## src/hdl/wheel_speed_median_meter_assert.svh

```systemverilog
// ----------------------------------------------------------------------------
// Wheel speed median meter assertion macros
// Concurrent check shorthands shared by the meter's RTL.
// ----------------------------------------------------------------------------
`ifndef WHEEL_SPEED_MEDIAN_METER_ASSERT_SVH
`define WHEEL_SPEED_MEDIAN_METER_ASSERT_SVH

// Same-cycle implication, disabled while reset is asserted.
`define WSMM_ASSERT_NOW(lbl, clk, rst_n, ante, cons) \
    lbl: assert property (@(posedge clk) disable iff (!rst_n) (ante) |-> (cons)) \
        else $error("wsmm same-cycle check failed");

// Next-cycle implication, disabled while reset is asserted.
`define WSMM_ASSERT_NEXT(lbl, clk, rst_n, ante, cons) \
    lbl: assert property (@(posedge clk) disable iff (!rst_n) (ante) |=> (cons)) \
        else $error("wsmm next-cycle check failed");

`endif

```

## src/hdl/wsmm_pkg.sv

```systemverilog
// ----------------------------------------------------------------------------
// Wheel speed median meter package
// Shared widths, constants and types of the meter.
// ----------------------------------------------------------------------------
package wsmm_pkg;

    localparam int NUM_WHEELS          = 4;
    localparam int COUNT_WIDTH_DEFAULT = 16;
    localparam int SCALE_W             = 16;
    localparam int SPEED_W             = 24;
    localparam int FRAC_DROP           = 8;

    localparam logic [SCALE_W-1:0] SPEED_SCALE_RESET = 16'd8062;
    localparam logic [SPEED_W-1:0] SPEED_TOP         = 24'd16776960;

    typedef logic [SCALE_W-1:0] scale_t;
    typedef logic [SPEED_W-1:0] speed_t;

endpackage

```

## src/hdl/wsmm_in_if.sv

```systemverilog
// ----------------------------------------------------------------------------
// Wheel speed median meter input channel
// Valid/ready channel carrying one sample of the four pins and a window mark.
// ----------------------------------------------------------------------------
interface wsmm_in_if;

    logic valid;
    logic ready;
    logic pin_front_left;
    logic pin_front_right;
    logic pin_rear_left;
    logic pin_rear_right;
    logic window_end;

    modport source (
        output valid,
        input  ready,
        output pin_front_left,
        output pin_front_right,
        output pin_rear_left,
        output pin_rear_right,
        output window_end
    );

    modport sink (
        input  valid,
        output ready,
        input  pin_front_left,
        input  pin_front_right,
        input  pin_rear_left,
        input  pin_rear_right,
        input  window_end
    );

endinterface

```

## src/hdl/wsmm_out_if.sv

```systemverilog
// ----------------------------------------------------------------------------
// Wheel speed median meter result channel
// Valid/ready channel carrying four wheel speeds and the combined speed.
// ----------------------------------------------------------------------------
interface wsmm_out_if;

    logic            valid;
    logic            ready;
    wsmm_pkg::speed_t speed_front_left;
    wsmm_pkg::speed_t speed_front_right;
    wsmm_pkg::speed_t speed_rear_left;
    wsmm_pkg::speed_t speed_rear_right;
    wsmm_pkg::speed_t speed_combined;

    modport source (
        output valid,
        input  ready,
        output speed_front_left,
        output speed_front_right,
        output speed_rear_left,
        output speed_rear_right,
        output speed_combined
    );

    modport sink (
        input  valid,
        output ready,
        input  speed_front_left,
        input  speed_front_right,
        input  speed_rear_left,
        input  speed_rear_right,
        input  speed_combined
    );

endinterface

```

## src/hdl/wheel_speed_median_meter.sv

```systemverilog
// ----------------------------------------------------------------------------
// Wheel speed median meter
// Pulse counting speed meter for four wheels with a median-of-four combine.
// ----------------------------------------------------------------------------
// Usage:
//   in_ch  - one item per pin sample: four sensor levels and window_end.
//            A falling edge on a pin bumps that wheel's saturating counter.
//   out_ch - one item per window_end item: four wheel speeds and the mean
//            of the middle two, all in 1/256 km/h.
//   speed_scale_we / speed_scale_data - write the km/h-per-pulse scale
//            (16 fraction bits); change it only while the meter is idle.
// Throughput: one input item per cycle while in_ch.ready is high; a
//   window_end item also passes a count snapshot stage, a multiply stage
//   (one count x scale product per wheel) and the combine stage.
// Path: a window_end item moves through the snapshot stage, the speed
//   stage and the result register before it shows on out_ch.
// Reset: counters, pin history and all stage valids clear; scale goes to
//   its reset value. A pin held low from reset is no edge.
// Stall: the result register holds while out_ch.ready is low; the stages
//   behind it fill and in_ch.ready drops only when the snapshot stage is
//   full and cannot move.
// ----------------------------------------------------------------------------
module wheel_speed_median_meter #(
    parameter int COUNT_WIDTH = wsmm_pkg::COUNT_WIDTH_DEFAULT
) (
    input  logic               clk,
    input  logic               rst_n,
    wsmm_in_if.sink            in_ch,
    wsmm_out_if.source         out_ch,
    input  logic               speed_scale_we,
    input  wsmm_pkg::scale_t   speed_scale_data
);

    import wsmm_pkg::*;

    // Product width before and after dropping fraction bits; the compare
    // width covers both the shifted product and the speed range.
    localparam int PROD_W = COUNT_WIDTH + SCALE_W;
    localparam int SHR_W  = PROD_W - FRAC_DROP;
    localparam int CMP_W  = (SHR_W > SPEED_W) ? SHR_W : SPEED_W;

    typedef logic [COUNT_WIDTH-1:0] count_t;

    localparam count_t COUNT_TOP = {COUNT_WIDTH{1'b1}};

    // Configuration
    scale_t                 scale_reg;

    // Counting state
    logic [NUM_WHEELS-1:0]  prev_levels_reg;
    count_t                 counts_reg  [NUM_WHEELS];
    count_t                 counts_next [NUM_WHEELS];
    logic [NUM_WHEELS-1:0]  levels_now;
    logic [NUM_WHEELS-1:0]  falling;

    // Stage 1: count snapshot of a finished window
    logic                   s1_valid_reg;
    count_t                 snap_reg [NUM_WHEELS];

    // Stage 2: per-wheel speeds
    logic                   s2_valid_reg;
    speed_t                 speed_reg  [NUM_WHEELS];
    speed_t                 speed_next [NUM_WHEELS];
    logic [PROD_W-1:0]      prod       [NUM_WHEELS];
    logic [CMP_W-1:0]       shr_ext    [NUM_WHEELS];

    // Stage 3: result register
    logic                   out_valid_reg;
    speed_t                 out_speed_reg [NUM_WHEELS];
    speed_t                 out_comb_reg;

    // Combine logic
    speed_t                 lo_a, hi_a, lo_b, hi_b, mid_lo, mid_hi;
    logic [SPEED_W:0]       mid_sum;
    speed_t                 comb_next;

    // Handshake and stage movement
    logic                   in_acc;
    logic                   win_acc;
    logic                   out_free;
    logic                   s2_free;
    logic                   s1_free;

    // Check terms
    logic                   counts_clear;
    logic                   comb_in_range;

    assign out_free = !out_valid_reg || out_ch.ready;
    assign s2_free  = !s2_valid_reg || out_free;
    assign s1_free  = !s1_valid_reg || s2_free;

    assign in_ch.ready = s1_free;
    assign in_acc      = in_ch.valid && s1_free;
    assign win_acc     = in_acc && in_ch.window_end;

    // Falling edge detect and saturating counters
    assign levels_now = {in_ch.pin_rear_right, in_ch.pin_rear_left,
                         in_ch.pin_front_right, in_ch.pin_front_left};
    assign falling    = prev_levels_reg & ~levels_now;

    always_comb
    begin
        for (int i = 0; i < NUM_WHEELS; i++)
        begin
            if (falling[i] && (counts_reg[i] != COUNT_TOP))
                counts_next[i] = counts_reg[i] + count_t'(1);
            else
                counts_next[i] = counts_reg[i];
        end
    end

    // Speed per wheel: (count * scale) >> 8, clamped to the speed range
    always_comb
    begin
        for (int i = 0; i < NUM_WHEELS; i++)
        begin
            prod[i]    = PROD_W'(snap_reg[i]) * PROD_W'(scale_reg);
            shr_ext[i] = CMP_W'(prod[i][PROD_W-1:FRAC_DROP]);
            if (shr_ext[i] > CMP_W'(SPEED_TOP))
                speed_next[i] = SPEED_TOP;
            else
                speed_next[i] = SPEED_W'(shr_ext[i]);
        end
    end

    // Middle two of four: sort each pair, then the larger low and the
    // smaller high are the middle values
    always_comb
    begin
        lo_a    = (speed_reg[0] < speed_reg[1]) ? speed_reg[0] : speed_reg[1];
        hi_a    = (speed_reg[0] < speed_reg[1]) ? speed_reg[1] : speed_reg[0];
        lo_b    = (speed_reg[2] < speed_reg[3]) ? speed_reg[2] : speed_reg[3];
        hi_b    = (speed_reg[2] < speed_reg[3]) ? speed_reg[3] : speed_reg[2];
        mid_lo  = (lo_a > lo_b) ? lo_a : lo_b;
        mid_hi  = (hi_a < hi_b) ? hi_a : hi_b;
        mid_sum = {1'b0, mid_lo} + {1'b0, mid_hi};
        comb_next = mid_sum[SPEED_W:1];
    end

    // Control state
    always_ff @(posedge clk or negedge rst_n)
    begin
        if (!rst_n)
        begin
            scale_reg       <= SPEED_SCALE_RESET;
            prev_levels_reg <= '0;
            s1_valid_reg    <= 1'b0;
            s2_valid_reg    <= 1'b0;
            out_valid_reg   <= 1'b0;
            for (int i = 0; i < NUM_WHEELS; i++)
                counts_reg[i] <= '0;
        end
        else
        begin
            if (speed_scale_we)
                scale_reg <= speed_scale_data;

            // Count every accepted sample; clear at the end of a window
            if (in_acc)
            begin
                prev_levels_reg <= levels_now;
                for (int i = 0; i < NUM_WHEELS; i++)
                    counts_reg[i] <= in_ch.window_end ? '0 : counts_next[i];
            end

            if (s1_free)
                s1_valid_reg <= win_acc;
            if (s2_free)
                s2_valid_reg <= s1_valid_reg;
            if (out_free)
                out_valid_reg <= s2_valid_reg;
        end
    end

    // Payload stages: advance only when the stage ahead has room
    always_ff @(posedge clk)
    begin
        if (s1_free)
        begin
            for (int i = 0; i < NUM_WHEELS; i++)
                snap_reg[i] <= counts_next[i];
        end
        if (s2_free)
        begin
            for (int i = 0; i < NUM_WHEELS; i++)
                speed_reg[i] <= speed_next[i];
        end
        if (out_free)
        begin
            for (int i = 0; i < NUM_WHEELS; i++)
                out_speed_reg[i] <= speed_reg[i];
            out_comb_reg <= comb_next;
        end
    end

    assign out_ch.valid             = out_valid_reg;
    assign out_ch.speed_front_left  = out_speed_reg[0];
    assign out_ch.speed_front_right = out_speed_reg[1];
    assign out_ch.speed_rear_left   = out_speed_reg[2];
    assign out_ch.speed_rear_right  = out_speed_reg[3];
    assign out_ch.speed_combined    = out_comb_reg;

    // ------------------------------------------------------------------------
    // Assertions
    // ------------------------------------------------------------------------
    assign counts_clear  = (counts_reg[0] == '0) && (counts_reg[1] == '0) &&
                           (counts_reg[2] == '0) && (counts_reg[3] == '0);
    assign comb_in_range = (out_comb_reg <= out_speed_reg[0]) ||
                           (out_comb_reg <= out_speed_reg[1]) ||
                           (out_comb_reg <= out_speed_reg[2]) ||
                           (out_comb_reg <= out_speed_reg[3]);

`include "wheel_speed_median_meter_assert.svh"

    // A window end clears every counter
    `WSMM_ASSERT_NEXT(a_window_clears, clk, rst_n, win_acc, counts_clear)

    // A window end always enters the snapshot stage
    `WSMM_ASSERT_NEXT(a_window_enters, clk, rst_n, win_acc, s1_valid_reg)

    // Combined speed never exceeds the fastest wheel
    `WSMM_ASSERT_NOW(a_comb_bounded, clk, rst_n, out_valid_reg, comb_in_range)

endmodule

```

## src/flat_wrapper.sv

```systemverilog
// flat-port wrapper written by rule: the top's interface ports become plain ports
module wheel_speed_median_meter_flat import wsmm_pkg::*;
#(
    parameter int COUNT_WIDTH = wsmm_pkg::COUNT_WIDTH_DEFAULT
)
  (clk, rst_n, speed_scale_we, speed_scale_data, in_ch_valid, in_ch_ready, in_ch_pin_front_left, in_ch_pin_front_right, in_ch_pin_rear_left, in_ch_pin_rear_right, in_ch_window_end, out_ch_valid, out_ch_ready, out_ch_speed_front_left, out_ch_speed_front_right, out_ch_speed_rear_left, out_ch_speed_rear_right, out_ch_speed_combined);
  wsmm_in_if in_ch_i ();
  wsmm_out_if out_ch_i ();
  input  logic clk;
  input  logic rst_n;
  input  logic speed_scale_we;
  input  wsmm_pkg::scale_t speed_scale_data;
  input wire logic [$bits(in_ch_i.valid)-1:0] in_ch_valid;
  output wire logic [$bits(in_ch_i.ready)-1:0] in_ch_ready;
  input wire logic [$bits(in_ch_i.pin_front_left)-1:0] in_ch_pin_front_left;
  input wire logic [$bits(in_ch_i.pin_front_right)-1:0] in_ch_pin_front_right;
  input wire logic [$bits(in_ch_i.pin_rear_left)-1:0] in_ch_pin_rear_left;
  input wire logic [$bits(in_ch_i.pin_rear_right)-1:0] in_ch_pin_rear_right;
  input wire logic [$bits(in_ch_i.window_end)-1:0] in_ch_window_end;
  output wire logic [$bits(out_ch_i.valid)-1:0] out_ch_valid;
  input wire logic [$bits(out_ch_i.ready)-1:0] out_ch_ready;
  output wire logic [$bits(out_ch_i.speed_front_left)-1:0] out_ch_speed_front_left;
  output wire logic [$bits(out_ch_i.speed_front_right)-1:0] out_ch_speed_front_right;
  output wire logic [$bits(out_ch_i.speed_rear_left)-1:0] out_ch_speed_rear_left;
  output wire logic [$bits(out_ch_i.speed_rear_right)-1:0] out_ch_speed_rear_right;
  output wire logic [$bits(out_ch_i.speed_combined)-1:0] out_ch_speed_combined;
  assign in_ch_i.valid = in_ch_valid;
  assign in_ch_ready = in_ch_i.ready;
  assign in_ch_i.pin_front_left = in_ch_pin_front_left;
  assign in_ch_i.pin_front_right = in_ch_pin_front_right;
  assign in_ch_i.pin_rear_left = in_ch_pin_rear_left;
  assign in_ch_i.pin_rear_right = in_ch_pin_rear_right;
  assign in_ch_i.window_end = in_ch_window_end;
  assign out_ch_valid = out_ch_i.valid;
  assign out_ch_i.ready = out_ch_ready;
  assign out_ch_speed_front_left = out_ch_i.speed_front_left;
  assign out_ch_speed_front_right = out_ch_i.speed_front_right;
  assign out_ch_speed_rear_left = out_ch_i.speed_rear_left;
  assign out_ch_speed_rear_right = out_ch_i.speed_rear_right;
  assign out_ch_speed_combined = out_ch_i.speed_combined;
  wheel_speed_median_meter #(.COUNT_WIDTH(COUNT_WIDTH)) u_core (.clk(clk), .rst_n(rst_n), .in_ch(in_ch_i), .out_ch(out_ch_i), .speed_scale_we(speed_scale_we), .speed_scale_data(speed_scale_data));
endmodule
```

## config.mk

```make
export PLATFORM = sky130hd
export DESIGN_NAME = wheel_speed_median_meter_flat
export DESIGN_NICKNAME = d
export VERILOG_FILES = /design/src/hdl/wsmm_pkg.sv /design/src/hdl/wsmm_in_if.sv /design/src/hdl/wsmm_out_if.sv /design/src/hdl/wheel_speed_median_meter.sv /design/src/flat_wrapper.sv
export VERILOG_INCLUDE_DIRS = /design/src /design/src/hdl
export SDC_FILE = /design/constraint.sdc
export NUM_CORES = 2
export LEC_CHECK = 0
export BUFFER_PORTS_ARGS = -buffer_cell sky130_fd_sc_hd__buf_4
export CORE_ASPECT_RATIO = 2
export CORE_MARGIN = 4
export CORE_UTILIZATION = 55
export DETAILED_ROUTE_END_ITERATION = 10
export PLACE_DENSITY_LB_ADDON = 0.25
export SLEW_MARGIN = 25
export SYNTH_ARGS = -nofsm -noshare
export SYNTH_HDL_FRONTEND = slang
export SYNTH_SLANG_ARGS = --single-unit
```

## constraint.sdc

```tcl
create_clock -name clk -period 6.8 [get_ports clk]
set_input_delay 0 -clock clk [delete_from_list [all_inputs] [get_ports clk]]
set_output_delay 0 -clock clk [all_outputs]
set_load 0.05 [all_outputs]
```

== Yosys cells after proc, flatten, opt, wreduce, memory -nomap -nowiden ==
Memory sizes are Yosys's and may differ from the RTL's.
Cells that the tools add are included.
Cells by class
  multiplexer cells: 24
  $lt $le $gt $ge: 8
  bitwise logic cells: 2
  eq/ne operators: 4
  reductions and logical operators: 12
  $add $sub $neg: 5
  $mul: 4
Operator list (number)
  $mux W24: 10
  $mul A16 B16 Y32: 4
  $mux W16: 8
  $gt A24 B24 Y1 const B: 4
  $lt A24 B24 Y1: 3
  $add A16 B1 Y16 const B: 4
  $ne A16 B16 Y1 const B: 4
  $add A24 B24 Y25: 1
  $gt A24 B24 Y1: 1
  $logic_and A1 B1 Y1: 6
  $mux W1: 6
  $and A4 B4 Y4: 1
  $not A4 Y4: 1
  $logic_not A1 Y1: 3
  $logic_or A1 B1 Y1: 3
Word-level totals
  bits in registers: 111
  memories: 3
  RAM bits: 256
  input port bits: 26
  output and inout port bits: 122
Memories
  u_core.out_speed_reg: words 4, width 24, read ports 4, clocked after Yosys merged registers in 0, wr ports 4, RTL line wheel_speed_median_meter.sv:69  | speed_t out_speed_reg [NUM_WHEELS];
  u_core.speed_reg: words 4, width 24, read ports 4, clocked after Yosys merged registers in 0, wr ports 4, RTL line wheel_speed_median_meter.sv:62  | speed_t speed_reg [NUM_WHEELS];
  u_core.snap_reg: words 4, width 16, read ports 4, clocked after Yosys merged registers in 0, wr ports 4, RTL line wheel_speed_median_meter.sv:58  | count_t snap_reg [NUM_WHEELS];

== Logic depth before layout (Yosys ltp) ==
  depth after elaboration: 6
  mapped depth: 33
  gate-level depth less buffers: 30

== Worst setup path after synthesis ==
Ideal clock, no wire load.
  path kind: register to register
  start: mem u_core.speed_reg[2][6] (netlist bit)
  end: reg u_core.out_comb_reg[23] (netlist: u_core.out_ch.speed_combined[23]) (data pin)
  slack: -531 ps
  setup time: 261 ps
  path buffers: 4
  arrival time: 7070 ps
  stages on the path, launching flop included: 32
  clock period less this slack: 7331 ps
  required time: 6539 ps
  cell sequence: edfxtp_1 > ha_1 > o2111a_1 > a211oi_1 > o31a_1 > o21ai_1 > a31oi_2 > clkbuf_1 > buf_1 > mux2i_1 > ha_1 > a21o_1 > a221o_1 > a221oi_1 > o21ai_0 > o21ai_0 > clkbuf_1 > clkbuf_1 > nand2_1 > o21a_1 > fa_1 > a21o_1 > a21oi_1 > o21bai_1 > a31oi_1 > o31ai_1 > a211o_1 > nand2_1 > o21ai_0 > o21a_1 > o21ai_0 > a21oi_1
RTL lines
  start, declared: RTL line wheel_speed_median_meter.sv:62
  end signal, assigned: RTL line wheel_speed_median_meter.sv:192  | out_comb_reg <= comb_next;
  end, declared: RTL line wheel_speed_median_meter.sv:70  | speed_t out_comb_reg;

==> results summary <==
The total power divided by cell area is 267.8 nW/µm². The number of top-level pins came out at 148. The residual overflow from global routing is 0. The critical path in this run is classified as reg -> reg. The total number of placement rows is 158. The tightest min-delay check is of the in -> async type. Yosys mapped a number of flops with a built-in enable equal to 280.

In the synthesized netlist, the cells that appear most often are sky130_fd_sc_hd__inv_1 (960), sky130_fd_sc_hd__fa_1 (773), sky130_fd_sc_hd__nand2_1 (687), sky130_fd_sc_hd__ha_1 (524), sky130_fd_sc_hd__and2_1 (492). The number of different library cells used by synthesis comes to 78. sky130_fd_sc_hd__inv_1 is the most common cell in the netlist. The worst-case IR drop observed on VDD is around 0.00067 V. The via total after detailed routing is 41060.

The part of the power in combinational logic is 0.688. STA puts the critical path data required time at ~7.1 ns. The initial antenna violation count is 4. The maximum number of pins on one net before global-route repair came out at 74. The final reports fail on negative setup slack. The number of filler instances in the final layout is 6987. The worst slew margin relative to its limit is 0.3315. In this run the power spent charging and discharging nets is 7.539 mW. The buffer and inverter count on the worst path came out at 7.

The tree is rooted in a sky130_fd_sc_hd__clkbuf_16. The final critical-path setup slack is -0.2049 ns. The H-tree was split into 2 levels.

The sequential power share came out at 0.192. Setup violations remaining at the end of the flow were counted as 32. The minimum setup slack after placement came out at -1.002 ns. The flow ran to the end, but the final reports show violations. Counting every instance in the synthesized netlist gives 5236.

After routing the design area is between 60000 and 70000 µm². The first detailed-routing pass took 7 iterations. The number of port buffers is 147.

The count of antenna-violating nets left after detailed routing is 0. The maximum single-stage delay on the critical path came out at 0.71 ns. sky130_fd_sc_hd__fa_1 takes more of the synthesized area than any other cell. Final hold analysis gives a worst-case slack of 0.09541 ns. The synthesized area came out at 51230 µm². Of all flip-flops after synthesis, the portion carrying an async set or reset was 0.2371. Setup repair after global routing could not meet its margin everywhere. The number of nets in the synthesized netlist is 6559. In this run, synthesis produced a sequential element count of 367. The final max-slew violation count came out at 0. The post-DP HPWL is 126900 µm. In the final layout, the share of cells above drive strength 1 is 0.2468.

The number of warnings issued by yosys came out at 0. In this run the static leakage power is 32.81 nW. Once placement finished, the instance area stood at 59090 µm². The actual slew at the worst max-slew pin is between 0.9 and 1 ns.

The die is roughly 220 µm wide. The arrival time at the worst endpoint came out at 7.30 ns. At the end of the flow, the number of nets in the layout was ~7500. The slowest stage of the critical path is the sky130_fd_sc_hd__dfstp_4 cell.

The number of sinks on the clock net came out at 367. For this configuration, the core starts out at a cell density of 0.5537. Yosys attributes the largest share of cell area to sky130_fd_sc_hd__fa_1 (30%), sky130_fd_sc_hd__edfxtp_1 (16%), sky130_fd_sc_hd__ha_1 (13%). The die covers 98380 µm². The internal portion of the total power is 9.783 mW. The part of the cycle the worst path needs came out at 1.030. The wire length of the first global-routing pass came out at 243200 µm. The layout overhead on the synthesized area came out at 26.28%. The dominant delay contributor by cell family on the critical path is adder cells.

The clock slew seen by the registers of the worst setup and hold paths came out at approximately 0.070 ns. The global placement routability congestion came out at between 0.9 and 1. The share of total power dissipated in the clock network is 0.120.

The maximum fanout along the worst path is 8. The vertical die dimension is 439.6 µm. The post-detailed-route DRC marker count is 0.

TritonCTS built the clock tree. For this run, the top clock speed supported by timing is around 0.14 GHz. The proportion of synthesized chip area in sequential cells is 0.2069.

The via count of the first global-routing pass came out at between 40000 and 50000. The number of clock buffers added by TritonCTS is 35. The clock skew after layout came out at roughly 0.05 ns. The total negative slack for setup checks is -2.910 ns. The clock insertion delay at the later pin of the skew report is 0.61 ns.

The placeable core region is 92520 µm². The total length of routed wires came out at 160000 µm. The hold violation count in the final report is 0.

The worst path in the final design needs a cycle of roughly 7 ns, including I/O delays and setup. The clock passes through at most 3 buffers. The cell that appears most often on the critical path is sky130_fd_sc_hd__a21o_1. The main flop type after synthesis is sky130_fd_sc_hd__edfxtp_1. The total of max-cap violations is 0.

After detailed routing, the number of vias per cell comes to 5.571. The post-detailed-route wirelength per cell is roughly 22 µm. The switching share of total power is 0.4352. STA classifies the critical path startpoint as a flip-flop. The worst setup path is captured at a flip-flop. Across every metal layer, demand over resource in global routing totals 0.3221.

The area fraction of the dominant cell type after synthesis is 0.3021. The initial DRC count is 2254. In this run the mean area of a mapped cell was 9.784 µm².
[cells by family after synthesis]
kind of cell / count (synthesis) / share of synthesized area
and+or+nand+nor: 1545 / 0.1492
buffers and inverters: 1195 / 0.08778
adders and majority gates: 1297 / 0.4301
muxes: 135 / 0.02701
DFF: 367 / 0.2069
AOI/OAI and AO/OA: 505 / 0.06619
xor gates and xnor gates: 192 / 0.03283
[worst paths after layout]
kind | startpoint | to | slack (ns) | depth (start not counted)
max | u_core.scale_reg[8] | u_core.speed_reg[3][0] | -0.20 | 26
min | rst_n | u_core.scale_reg[15] | 0.1 | 3
max reg2reg | u_core.scale_reg[8] | u_core.speed_reg[3][0] | -0.20 | 26
min reg2reg | u_core.prev_levels_reg[3] | u_core.prev_levels_reg[3] | 0.51 | 1
max in group asynchronous | rst_n | u_core.counts_reg[61] | 5.75 | 3
min in group clk | in_ch_pin_front_right | u_core.prev_levels_reg[1] | 0.21 | 3
[cell usage in the layout (no fill, tap or decap), types with 31 or more instances in the layout]
cell / count
sky130_fd_sc_hd__nand3_1: 50
sky130_fd_sc_hd__a21o_1: 65
sky130_fd_sc_hd__mux2i_1: 100
sky130_fd_sc_hd__nor2_1: 98
sky130_fd_sc_hd__xor2_1: 60
sky130_fd_sc_hd__fa_1: 730
sky130_fd_sc_hd__and2_1: 474
sky130_fd_sc_hd__a21oi_1: 93
sky130_fd_sc_hd__o21ai_0: 77
sky130_fd_sc_hd__nand4_1: 40
sky130_fd_sc_hd__ha_4: 44
sky130_fd_sc_hd__fa_2: 43
sky130_fd_sc_hd__buf_6: 37
sky130_fd_sc_hd__clkbuf_16: 37
sky130_fd_sc_hd__inv_1: 923
sky130_fd_sc_hd__buf_12: 65
sky130_fd_sc_hd__xnor2_1: 111
sky130_fd_sc_hd__dlygate4sd3_1: 41
sky130_fd_sc_hd__edfxtp_1: 280
sky130_fd_sc_hd__buf_4: 936
sky130_fd_sc_hd__inv_2: 36
sky130_fd_sc_hd__dfrtp_1: 71
sky130_fd_sc_hd__ha_1: 474
sky130_fd_sc_hd__o21a_1: 34
sky130_fd_sc_hd__nand2_1: 665
sky130_fd_sc_hd__a22o_1: 40
sky130_fd_sc_hd__a21oi_2: 31
[layer usage]
metal	vias up	track usage	share of wire
li1	18380	-	-
met1	20510	0.3152	0.32
met2	1453	0.5975	0.53
met3	710	0.04307	0.048
met4	4	0.2603	0.10
met5	-	0	0.00019
[power groups by stage]
stage | Sequential (mW) | Clock, mW | Combinational [mW]
2_1_floorplan | 4.12 | 0 | 4.66
4_1_cts | 3.32 | 2.11 | 10.6
6_report | 3.32 | 2.08 | 11.9
5_1_grt | 3.36 | 2.18 | 12.7
3_5_place_dp | 3.36 | 0 | 10.0
3_3_place_gp | 3.34 | 0 | 9.90
[stage by stage]
stage,utilization,power (mW),instances
after floorplan,-,8.783,5236
after global placement,0.6384,13.24,7083
after detailed placement,0.6387,13.37,7084
after CTS,0.6793,16.03,7283
after global routing,0.6992,18.23,7368
final,0.6992,17.32,7369
[tightest hold or removal path, cell delays in order]
cell,delay [ns]
sky130_fd_sc_hd__dlygate4sd3_1,0.52
sky130_fd_sc_hd__buf_4,0.12
sky130_fd_sc_hd__buf_6,0.51
[area by class of cell]
class,instances,area [µm²],share of cell area
Multi-Input combinational cell,3674,38120,0.5893
Sequential cell,367,10610,0.1641
Timing Repair Buffer,1103,9668,0.1494
Inverter,960,3606,0.05574
Tap cell,1200,1501,0.02321
Clock buffer,41,919.6,0.01422
Clock inverter,23,261.5,0.004042
Antenna cell,1,2.502,0.00003868
[repair_timing]
item | 4_1_cts | 5_1_grt
endpoints found under the setup margin | 56 | 49
endpoints found under the hold margin | 126 | 0
hold buffers | 41 | 0
cloned | 10 | 1
resized for setup | 269 | 274
buffers inserted | 86 | 95
pin swaps | 158 | 197
Note: power is estimated with default switching activity, not from simulation.
